--- config.mk ---
export PLATFORM = sky130hd
export DESIGN_NAME = circular_queue_with_dump_core
export DESIGN_NICKNAME = d
export VERILOG_FILES = /design/src/design/circq_pkg.sv /design/src/design/circular_queue_with_dump_core.sv
export SDC_FILE = /design/constraint.sdc
export NUM_CORES = 2
export LEC_CHECK = 0
export ABC_AREA = 0
export BUFFER_PORTS_ARGS = -buffer_cell sky130_fd_sc_hd__buf_2
export CAP_MARGIN = 30
export CORE_ASPECT_RATIO = 1.5
export CORE_UTILIZATION = 30
export CTS_CLUSTER_DIAMETER = 100
export DETAILED_ROUTE_END_ITERATION = 8
export GPL_ROUTABILITY_DRIVEN = 0
export GPL_TIMING_DRIVEN = 0
export SLEW_MARGIN = 20
export SYNTH_ARGS = -nofsm -noshare
export SYNTH_HDL_FRONTEND = slang
export SYNTH_SLANG_ARGS = --single-unit
--- constraint.sdc ---
create_clock -name clock -period 25 [get_ports clock]
set_clock_uncertainty 0.15 [all_clocks]
set_input_delay 1.25 -clock clock [delete_from_list [all_inputs] [get_ports clock]]
set_output_delay 1.25 -clock clock [all_outputs]
set_load 0.02 [all_outputs]
--- src/design/circq_pkg.sv ---
package circq_pkg;

   localparam int MAX_SLOTS = 64;
   localparam int SLOT_W    = $clog2(MAX_SLOTS);
   localparam int CNT_W     = $clog2(MAX_SLOTS + 1);
   localparam int DATA_W    = 32;

   localparam logic [1:0] OP_INSERT = 2'd0;
   localparam logic [1:0] OP_DELETE = 2'd1;
   localparam logic [1:0] OP_DUMP   = 2'd2;

   localparam logic [1:0] ST_OK        = 2'd0;
   localparam logic [1:0] ST_OVERFLOW  = 2'd1;
   localparam logic [1:0] ST_UNDERFLOW = 2'd2;
   localparam logic [1:0] ST_DUMP      = 2'd3;

   localparam logic [CNT_W-1:0] MIN_SLOTS_CNT = CNT_W'(2);
   localparam logic [CNT_W-1:0] MAX_SLOTS_CNT = CNT_W'(MAX_SLOTS);

endpackage

--- src/design/circular_queue_with_dump_core.sv ---
// Channel   Direction  Handshake            Payload
// req_      in         req_valid/req_stall  req_operation, req_value
// rsp_      out        rsp_valid/rsp_stall  rsp_status, rsp_data, rsp_slot_index, rsp_last
// csr_      in         csr_valid/csr_ready  csr_data (slot count)
//
// A fitting insert and an underflow respond from S_IDLE; unused codes give no response.
// A delete reads the slot memory in S_IDLE and responds from S_DELETE. A dump or overflow
// walks the slots, one per cycle unless stalled, via one read port; one request at a time.
// Reset and a csr write clear the per-slot valid bits at once; no clearing pass.
// rsp_stall holds the output register and the dump sequence; req_stall is high while
// a request is in flight, a csr write is waiting, or the output register cannot take
// a new response.
module circular_queue_with_dump_core (
   input  logic                            clock,
   input  logic                            reset,
   input  logic                            req_valid,
   output logic                            req_stall,
   input  logic [1:0]                      req_operation,
   input  logic signed [circq_pkg::DATA_W-1:0] req_value,
   output logic                            rsp_valid,
   input  logic                            rsp_stall,
   output logic [1:0]                      rsp_status,
   output logic signed [circq_pkg::DATA_W-1:0] rsp_data,
   output logic [circq_pkg::SLOT_W-1:0]    rsp_slot_index,
   output logic                            rsp_last,
   input  logic                            csr_valid,
   output logic                            csr_ready,
   input  logic [circq_pkg::CNT_W-1:0]     csr_data
);

   typedef enum logic [1:0] {
      S_IDLE,
      S_DELETE,
      S_DUMP
   } state_type;

   state_type                         state_ff;
   logic [circq_pkg::CNT_W-1:0]       slots_ff;
   logic [circq_pkg::SLOT_W-1:0]      head_ff;
   logic [circq_pkg::SLOT_W-1:0]      tail_ff;
   logic [circq_pkg::SLOT_W-1:0]      idx_ff;
   logic [1:0]                        dump_status_ff;
   logic [circq_pkg::MAX_SLOTS-1:0]   valid_ff;

   logic                              rsp_valid_ff;
   logic [1:0]                        rsp_status_ff;
   logic [circq_pkg::DATA_W-1:0]      rsp_data_ff;
   logic [circq_pkg::SLOT_W-1:0]      rsp_slot_ff;
   logic                              rsp_last_ff;

   logic [circq_pkg::DATA_W-1:0]      mem [circq_pkg::MAX_SLOTS];
   logic [circq_pkg::DATA_W-1:0]      rd_data_ff;
   logic                              rd_valid_ff;

   logic                              rd_en_in;
   logic [circq_pkg::SLOT_W-1:0]      rd_addr_in;
   logic                              wr_en_in;
   logic [circq_pkg::SLOT_W-1:0]      wr_addr_in;
   logic                              rsp_valid_in;

   logic                              out_free;
   logic                              req_take;
   logic                              csr_take;
   logic [circq_pkg::SLOT_W-1:0]      tail_next;
   logic [circq_pkg::SLOT_W-1:0]      tail_next2;
   logic                              q_empty;
   logic                              q_full;
   logic                              dump_last;
   logic [circq_pkg::CNT_W-1:0]       slots_in;
   logic [circq_pkg::DATA_W-1:0]      slot_value;

   function automatic logic [circq_pkg::SLOT_W-1:0] wrap_next(
      input logic [circq_pkg::SLOT_W-1:0] x,
      input logic [circq_pkg::CNT_W-1:0]  slots
   );
      logic [circq_pkg::CNT_W-1:0] n;
      n = circq_pkg::CNT_W'(x) + circq_pkg::CNT_W'(1);
      return (n >= slots) ? '0 : n[circq_pkg::SLOT_W-1:0];
   endfunction

   assign out_free   = !rsp_valid_ff || !rsp_stall;
   assign req_stall  = !(state_ff == S_IDLE && out_free && !csr_valid);
   assign req_take   = req_valid && !req_stall;
   assign csr_ready  = (state_ff == S_IDLE);
   assign csr_take   = csr_valid && csr_ready;

   assign tail_next  = wrap_next(tail_ff, slots_ff);
   assign tail_next2 = wrap_next(tail_next, slots_ff);
   assign q_empty    = (tail_next == head_ff);
   assign q_full     = (tail_next2 == head_ff);
   assign dump_last  = (circq_pkg::CNT_W'(idx_ff) + circq_pkg::CNT_W'(1) == slots_ff);
   assign slot_value = rd_valid_ff ? rd_data_ff : '0;

   always_comb begin
      if (csr_data < circq_pkg::MIN_SLOTS_CNT) begin
         slots_in = circq_pkg::MIN_SLOTS_CNT;
      end else if (csr_data > circq_pkg::MAX_SLOTS_CNT) begin
         slots_in = circq_pkg::MAX_SLOTS_CNT;
      end else begin
         slots_in = csr_data;
      end
   end

   always_comb begin
      rd_en_in     = 1'b0;
      rd_addr_in   = '0;
      wr_en_in     = 1'b0;
      wr_addr_in   = tail_next;
      rsp_valid_in = rsp_valid_ff && rsp_stall;
      case (state_ff)
         S_IDLE: begin
            if (req_take) begin
               case (req_operation)
                  circq_pkg::OP_INSERT: begin
                     if (q_full) begin
                        rd_en_in = 1'b1;
                     end else begin
                        wr_en_in     = 1'b1;
                        rsp_valid_in = 1'b1;
                     end
                  end
                  circq_pkg::OP_DELETE: begin
                     rd_en_in   = !q_empty;
                     rd_addr_in = head_ff;
                     if (q_empty) begin
                        rsp_valid_in = 1'b1;
                     end
                  end
                  circq_pkg::OP_DUMP: begin
                     rd_en_in = 1'b1;
                  end
                  default: begin
                  end
               endcase
            end
         end
         S_DELETE: begin
            if (out_free) begin
               rsp_valid_in = 1'b1;
            end
         end
         S_DUMP: begin
            rd_en_in   = out_free && !dump_last;
            rd_addr_in = idx_ff + circq_pkg::SLOT_W'(1);
            if (out_free) begin
               rsp_valid_in = 1'b1;
            end
         end
         default: begin
         end
      endcase
   end

   always_ff @(posedge clock) begin
      if (wr_en_in) begin
         mem[wr_addr_in] <= req_value;
      end
      if (rd_en_in) begin
         rd_data_ff  <= mem[rd_addr_in];
         rd_valid_ff <= valid_ff[rd_addr_in];
      end
   end

   always_ff @(posedge clock) begin
      if (reset) begin
         state_ff       <= S_IDLE;
         slots_ff       <= circq_pkg::MAX_SLOTS_CNT;
         head_ff        <= circq_pkg::SLOT_W'(1);
         tail_ff        <= '0;
         valid_ff       <= '0;
         idx_ff         <= '0;
         dump_status_ff <= circq_pkg::ST_DUMP;
         rsp_valid_ff   <= 1'b0;
      end else begin
         rsp_valid_ff <= rsp_valid_in;
         case (state_ff)
            S_IDLE: begin
               if (csr_take) begin
                  slots_ff <= slots_in;
                  head_ff  <= circq_pkg::SLOT_W'(1);
                  tail_ff  <= '0;
                  valid_ff <= '0;
               end else if (req_take) begin
                  case (req_operation)
                     circq_pkg::OP_INSERT: begin
                        if (q_full) begin
                           idx_ff         <= '0;
                           dump_status_ff <= circq_pkg::ST_OVERFLOW;
                           state_ff       <= S_DUMP;
                        end else begin
                           tail_ff             <= tail_next;
                           valid_ff[tail_next] <= 1'b1;
                           rsp_status_ff       <= circq_pkg::ST_OK;
                           rsp_data_ff         <= '0;
                           rsp_slot_ff         <= '0;
                           rsp_last_ff         <= 1'b1;
                        end
                     end
                     circq_pkg::OP_DELETE: begin
                        if (q_empty) begin
                           rsp_status_ff <= circq_pkg::ST_UNDERFLOW;
                           rsp_data_ff   <= '0;
                           rsp_slot_ff   <= '0;
                           rsp_last_ff   <= 1'b1;
                        end else begin
                           valid_ff[head_ff] <= 1'b0;
                           head_ff           <= wrap_next(head_ff, slots_ff);
                           state_ff          <= S_DELETE;
                        end
                     end
                     circq_pkg::OP_DUMP: begin
                        idx_ff         <= '0;
                        dump_status_ff <= circq_pkg::ST_DUMP;
                        state_ff       <= S_DUMP;
                     end
                     default: begin
                     end
                  endcase
               end
            end
            S_DELETE: begin
               if (out_free) begin
                  rsp_status_ff <= circq_pkg::ST_OK;
                  rsp_data_ff   <= slot_value;
                  rsp_slot_ff   <= '0;
                  rsp_last_ff   <= 1'b1;
                  state_ff      <= S_IDLE;
               end
            end
            S_DUMP: begin
               if (out_free) begin
                  rsp_status_ff <= dump_status_ff;
                  rsp_data_ff   <= slot_value;
                  rsp_slot_ff   <= idx_ff;
                  rsp_last_ff   <= dump_last;
                  if (dump_last) begin
                     state_ff <= S_IDLE;
                  end else begin
                     idx_ff <= idx_ff + circq_pkg::SLOT_W'(1);
                  end
               end
            end
            default: begin
               state_ff <= S_IDLE;
            end
         endcase
      end
   end

   assign rsp_valid      = rsp_valid_ff;
   assign rsp_status     = rsp_status_ff;
   assign rsp_data       = rsp_data_ff;
   assign rsp_slot_index = rsp_slot_ff;
   assign rsp_last       = rsp_last_ff;

endmodule
### Yosys cells after proc, flatten, opt, wreduce, memory -nomap -nowiden

Memory sizes are Yosys's and may differ from the RTL's. A register that Yosys moved wholly into a read port is not among the register bits.
Index checks and enable logic that the tools add are counted.

* add/sub/neg operators: 5
* reduce and logical (&&, ||, !) cells: 35
* muxes and demuxes: 92
* order comparisons: 10
* bitwise logic cells: 5
* equal/unequal tests: 26

Operators by type and width (number)
* $mux W64: 4
* $mux W32: 6
* $mux W6: 24
* $pmux W32 S2: 2
* $pmux W64 S2: 1
* $and A64 B64 Y64: 1
* $not A64 Y64: 1
* $or A64 B64 Y64: 1
* $pmux W6 S2: 4
* $add A6 B1 Y7 const B: 4
* $mux W2: 13
* $ge A7 B7 Y1: 3
* $lt A6 B7 Y1 const B: 3
* $mux W1: 21
* $ne A3 B3 Y1 const B: 6
* $pmux W2 S3: 3
* $pmux W6 S3: 1
* $ne A2 B2 Y1 const B: 8
* $reduce_and A8 Y1: 2
* $mux W7: 2
* $demux W1 S6: 2
* $eq A6 B6 Y1: 2
* $ge A6 B1 Y1 const B: 2
* $reduce_bool A2 Y1: 6
* other kinds (25): 51

* word-level logic and storage cells: 187
* memories: 1
* register bits: 136
* input bits: 46
* RAM bits: 2048
* output and inout port bits: 44

Memory list
* mem: words 64, width 32, read ports 1, clocked after Yosys merged registers in 1, write ports 1, line circular_queue_with_dump_core.sv:51 `logic [circq_pkg::DATA_W-1:0] mem [circq_pkg::MAX_SLOTS];`

### Depth between registers and ports, before layout

* word-level depth: 13
* mapped depth: 24
* gate-level depth less buffers: 21

### Worst setup path before layout

Ideal clock, no wire load.

* path kind: reg2reg
* start point: register tail_ff[4] (netlist bit)
* end point: memory mem[31][0] (netlist bit), enable pin
* required time: 24.348 ns
* buffers on the path: 4
* clock period less this slack: 8.121 ns
* setup time: 0.502 ns
* data arrival time: 7.470 ns
* slack: 16.879 ns
* stages on the path, launching flop included: 23
* cell sequence: dfxtp_1 > buf_4 > nand2_1 > nor2_1 > xnor2_1 > inv_1 > ha_1 > nand4_1 > nor2_1 > a21o_1 > buf_2 > buf_1 > nor2_1 > ha_1 > a211o_1 > a21oi_1 > o31ai_1 > nor3_1 > mux2i_1 > a311oi_4 > or3_1 > buf_2 > nor4_1

* cells in the longest elaborated chain, start to end: 13

RTL lines
* start, declared: line circular_queue_with_dump_core.sv:40 `logic [circq_pkg::SLOT_W-1:0] tail_ff;`
* start signal, assigned: line circular_queue_with_dump_core.sv:191 `tail_ff <= tail_next;`
* $add A6 B1 Y7 (*): line circular_queue_with_dump_core.sv:77 `n = circq_pkg::CNT_W'(x) + circq_pkg::CNT_W'(1);`
* $ge A7 B7 Y1: line circular_queue_with_dump_core.sv:78 `return (n >= slots) ? '0 : n[circq_pkg::SLOT_W-1:0];`
* $mux W6 (*): line circular_queue_with_dump_core.sv:78
* $add A6 B1 Y7: line circular_queue_with_dump_core.sv:77
* $ge A7 B7 Y1: line circular_queue_with_dump_core.sv:78
* $mux W6: line circular_queue_with_dump_core.sv:78
* $eq A6 B6 Y1: line circular_queue_with_dump_core.sv:90 `assign q_full = (tail_next2 == head_ff);`
* $mux W1: line circular_queue_with_dump_core.sv:115 `if (q_full) begin`
* $mux W1: line circular_queue_with_dump_core.sv:113 `case (req_operation)`
* $mux W1: line circular_queue_with_dump_core.sv:112 `if (req_take) begin`
* $mux W1: line circular_queue_with_dump_core.sv:110 `case (state_ff)`
* $mux W1: line circular_queue_with_dump_core.sv:155 `if (wr_en_in) begin`
* $mux W1 (not written as such): line circular_queue_with_dump_core.sv:156 `mem[wr_addr_in] <= req_value;`
* end, declared: line circular_queue_with_dump_core.sv:51

Mark *: on every way between the ends. The rest lies on a longest branch, timed or not.

### Worst setup path in the final report

* start point: register tail_ff[4] (netlist bit)
* end point: memory mem[44][14] (netlist bit), enable pin

The elaborated chain is that of the path after synthesis.

==> flow_metrics.tcl <==
set metrics [dict create \
    worst_slew_pin_slew_ps 1290 \
    cp_data_arrival_time_ps 8940 \
    tns_ps 0 \
    drcViolationCount 0 \
    drive_gt1_frac 0.138 \
    coreArea_sq_um 292000 \
    async_flop_share 0 \
    synthDominantCellAreaShare 0.721 \
    period_minus_slack_ps 8550 \
    post_cts_buffers 0 \
    power.density_nw_per_um2 71.8 \
    synth_seq_cells 2215 \
    slew_violations 0 \
    grt_setup_unrepaired "false" \
    dieArea_sq_um 297000 \
    first_pass_iters 9 \
    placed_cells 10000 \
    instances_no_fill 10400 \
    syn_avg_cell_area_sq_um 15.0 \
    initial_core_util 0.302 \
    root_buffer "clkbuf_16" \
    worstSetupPathType "flop to flop" \
    cts_htree_levels 4 \
    grt.total_usage 0.196 \
    endpoint_kind "flop" \
    grt_max_degree 65 \
    ys.flop_type "edfxtp_1" \
    path_clk_slew_ps 70 \
    cts.sinks 2215 \
    fin_nets 6410 \
    clkPwrFrac 0.390 \
    rr_worst_depth 23 \
    grt_pass1_vias 54500 \
    fmax_ghz 0.117 \
    r2r_start "tail_ff[4]" \
    required_ps 25400 \
    p_int_mw 5.72 \
    power.share.combinational 0.059 \
    cts_tree "built" \
    cts_buffers 196 \
    dieHeight_um 667 \
    pin_count 90 \
    dp.final_hpwl_um 213000 \
    grt_pass1_wl_um 413000 \
    drt-initial-drc-count 7163 \
    holdBufCountCts 0 \
    synthesis.area_sq_um 88400 \
    ir_drop_mv 0.0591 \
    rrSetupSlack_ps 16450 \
    min_to "slots_ff[6]" \
    vias 55800 \
    seqPwrFrac 0.551 \
    holdPathStages 2 \
    synth_edf_count 2122 \
    ys_top_cells_by_area "edfxtp_1 (72%), nand2_1 (5.2%), mux4_2 (5.0%)" \
    syn_nets 5963 \
    port_buffers 88 \
    syn2layout_area_growth_pct 16.6 \
    cts_buffer_depth 4 \
    final_antenna_net_count 0 \
    finalCritPeriodShare 0.342 \
    grt-ovfl-total 0 \
    ys_seq_area_frac 0.742 \
    cap_viol_max_count 0 \
    hold_viol 0 \
    path_max_fanout 19 \
    switching_share 0.226 \
    rows 243 \
    p_leak_nw 32.7 \
    min_path_type "flop to flop" \
    synth_cell_types 85 \
    routed_wl_um 297000 \
    relSlewSlack 0.143 \
    synth_cells 5888 \
    yosys.area.top_type "edfxtp_1" \
    die_w_um 445 \
    finalSetupViolations 0 \
    min-delay-start "slots_ff[6]" \
    crit_path_start_kind "flop" \
    outcome "finished clean" \
    routedWlPerCell_um 28.6 \
    worstSkewPairLatency_ps 870 \
    antenna_found_initial 53 \
    ctsResizeCount 0 \
    switchingPower_mw 1.67 \
    vias_per_cell 5.36 \
    ys_warn_count 0 \
    r2r_end "mem[44][14]" \
]
==> layout by cell type (no fill, tap or decap), types with 67 or more instances in the layout <==
cell type  synthesis  routed
buf_2             62     128
mux4_2           198     198
o21ai_1           65      67
nand2_1         1231    1231
nand3_1          396     393
edfxtp_1        2122    2122
clkbuf_16          0     196
o21ai_0           76      74
dfxtp_1           93      93
a311oi_1         198     198
and2_1           169     169
a211oi_1         170     170
a31oi_1          174     174
clkbuf_1         326     353
==> sequential cells by signal, summed over array words and instances, names as in the netlist, 2 cells and up <==
| name | flops |
|---|---|
| mem | 2048 |
| tail_ff | 6 |
| state_ff | 2 |
| slots_ff | 7 |
| rd_data_ff | 32 |
| idx_ff | 6 |
| rsp_status | 2 |
| valid_ff | 64 |
| rsp_data | 32 |
| rsp_slot_index | 6 |
| head_ff | 6 |
==> worst max path at each step <==
stage | start | endpoint | slack [ps] | cells after the start
final | tail_ff[4] | mem[44][14] | 16450 | 23
after global routing | tail_ff[4] | mem[61][19] | 16260 | 22
after CTS | tail_ff[4] | mem[29][17] | 16900 | 23
after detailed placement | tail_ff[4] | mem[29][18] | 16940 | 23
after global placement | tail_ff[4] | mem[31][22] | 12850 | 22
after floorplan | tail_ff[4] | mem[31][0] | 16880 | 22
==> through the flow <==
| stage | setup WS [ps] | area, sq um | utilization | hold WS (ps) | total power [mW] |
|---|---|---|---|---|---|
| after CTS | 16900 | 103000 | 0.351 | 323 | 7.40 |
| after global routing | 16260 | 103000 | 0.352 | 340 | 7.55 |
| final | 16450 | 103000 | 0.352 | 324 | 7.40 |
| after detailed placement | 16940 | 96800 | 0.331 | 310 | 4.58 |
| after global placement | 12850 | 93800 | 0.321 | 303 | 4.56 |
| after floorplan | 16880 | 88400 | - | 290 | 4.35 |
==> cells in the mapped netlist (all sizes together) (66+ instances only) <==
| master | n |
|---|---|
| clkbuf | 326 |
| a311oi | 199 |
| o21ai | 142 |
| a211oi | 170 |
| mux4 | 198 |
| and2 | 169 |
| nor2 | 111 |
| edfxtp | 2122 |
| a32oi | 66 |
| nand3 | 398 |
| dfxtp | 93 |
| buf | 92 |
| nand2 | 1231 |
| a31oi | 174 |
==> per-layer routing <==
layer	up-vias	GRT usage	wire length, um	part of all wire
li1	23700	-	-	-
met1	28300	0.209	98800	0.33
met2	2908	0.338	148000	0.50
met3	858	0.0434	23700	0.080
met4	32	0.148	26400	0.089
met5	-	0	196	0.00066
==> power groups by stage <==
stage | clock, mW | sequential (mW) | combinational, mW
finish | 2.88 | 4.07 | 0.440
global route | 3.02 | 4.07 | 0.456
CTS | 2.89 | 4.07 | 0.428
detailed placement | 0 | 4.16 | 0.427
global placement | 0 | 4.16 | 0.402
floorplan | 0 | 4.16 | 0.196
==> logic make-up (layout without fill, tap and decap cells) <==
logic type               Yosys count  in the layout  share of synthesized area
flip-flops                      2215           2215                      0.742
buffers and inverters            446           1030                     0.0201
AO/OA/AOI/OAI                    932            932                     0.0768
XOR/XNOR                          25             25                    0.00342
AND/OR/NAND/NOR                 2033           2033                      0.102
adder cells (fa/ha/maj)           29             29                    0.00410
other                              0             20                          0
multiplexers                     208            208                     0.0516
==> cell type report <==
cell class / count / area (sq um)
plain buffers: 418 / 1700
flip-flops and latches: 2215 / 65600
repair buffers: 249 / 3320
clock buffers: 241 / 5090
fillers: 27800 / 189000
clock inverters: 94 / 717
multi-input cells: 3227 / 21600
inverters: 28 / 105
well taps: 3920 / 4900
diodes: 20 / 50.0
==> worst max-delay path: stages, from the launching register on <==
cell      delay [ps]
dfxtp_1          310
buf_4            180
nand2_1          290
nor2_1           110
xnor2_1          700
inv_1            260
ha_1             370
o21ai_0           90
o21bai_1         340
a21o_1           170
buf_2            230
buf_1            500
nor2_1           150
ha_1             290
nand2b_1         150
a211oi_1         320
o31ai_1          190
nor3_1           220
mux2i_1          310
a311oi_4         130
nor3_1           680
nand3_2          880
nor2_4           940
buf_16           240
No activity file was read; power rests on OpenSTA's default activity.
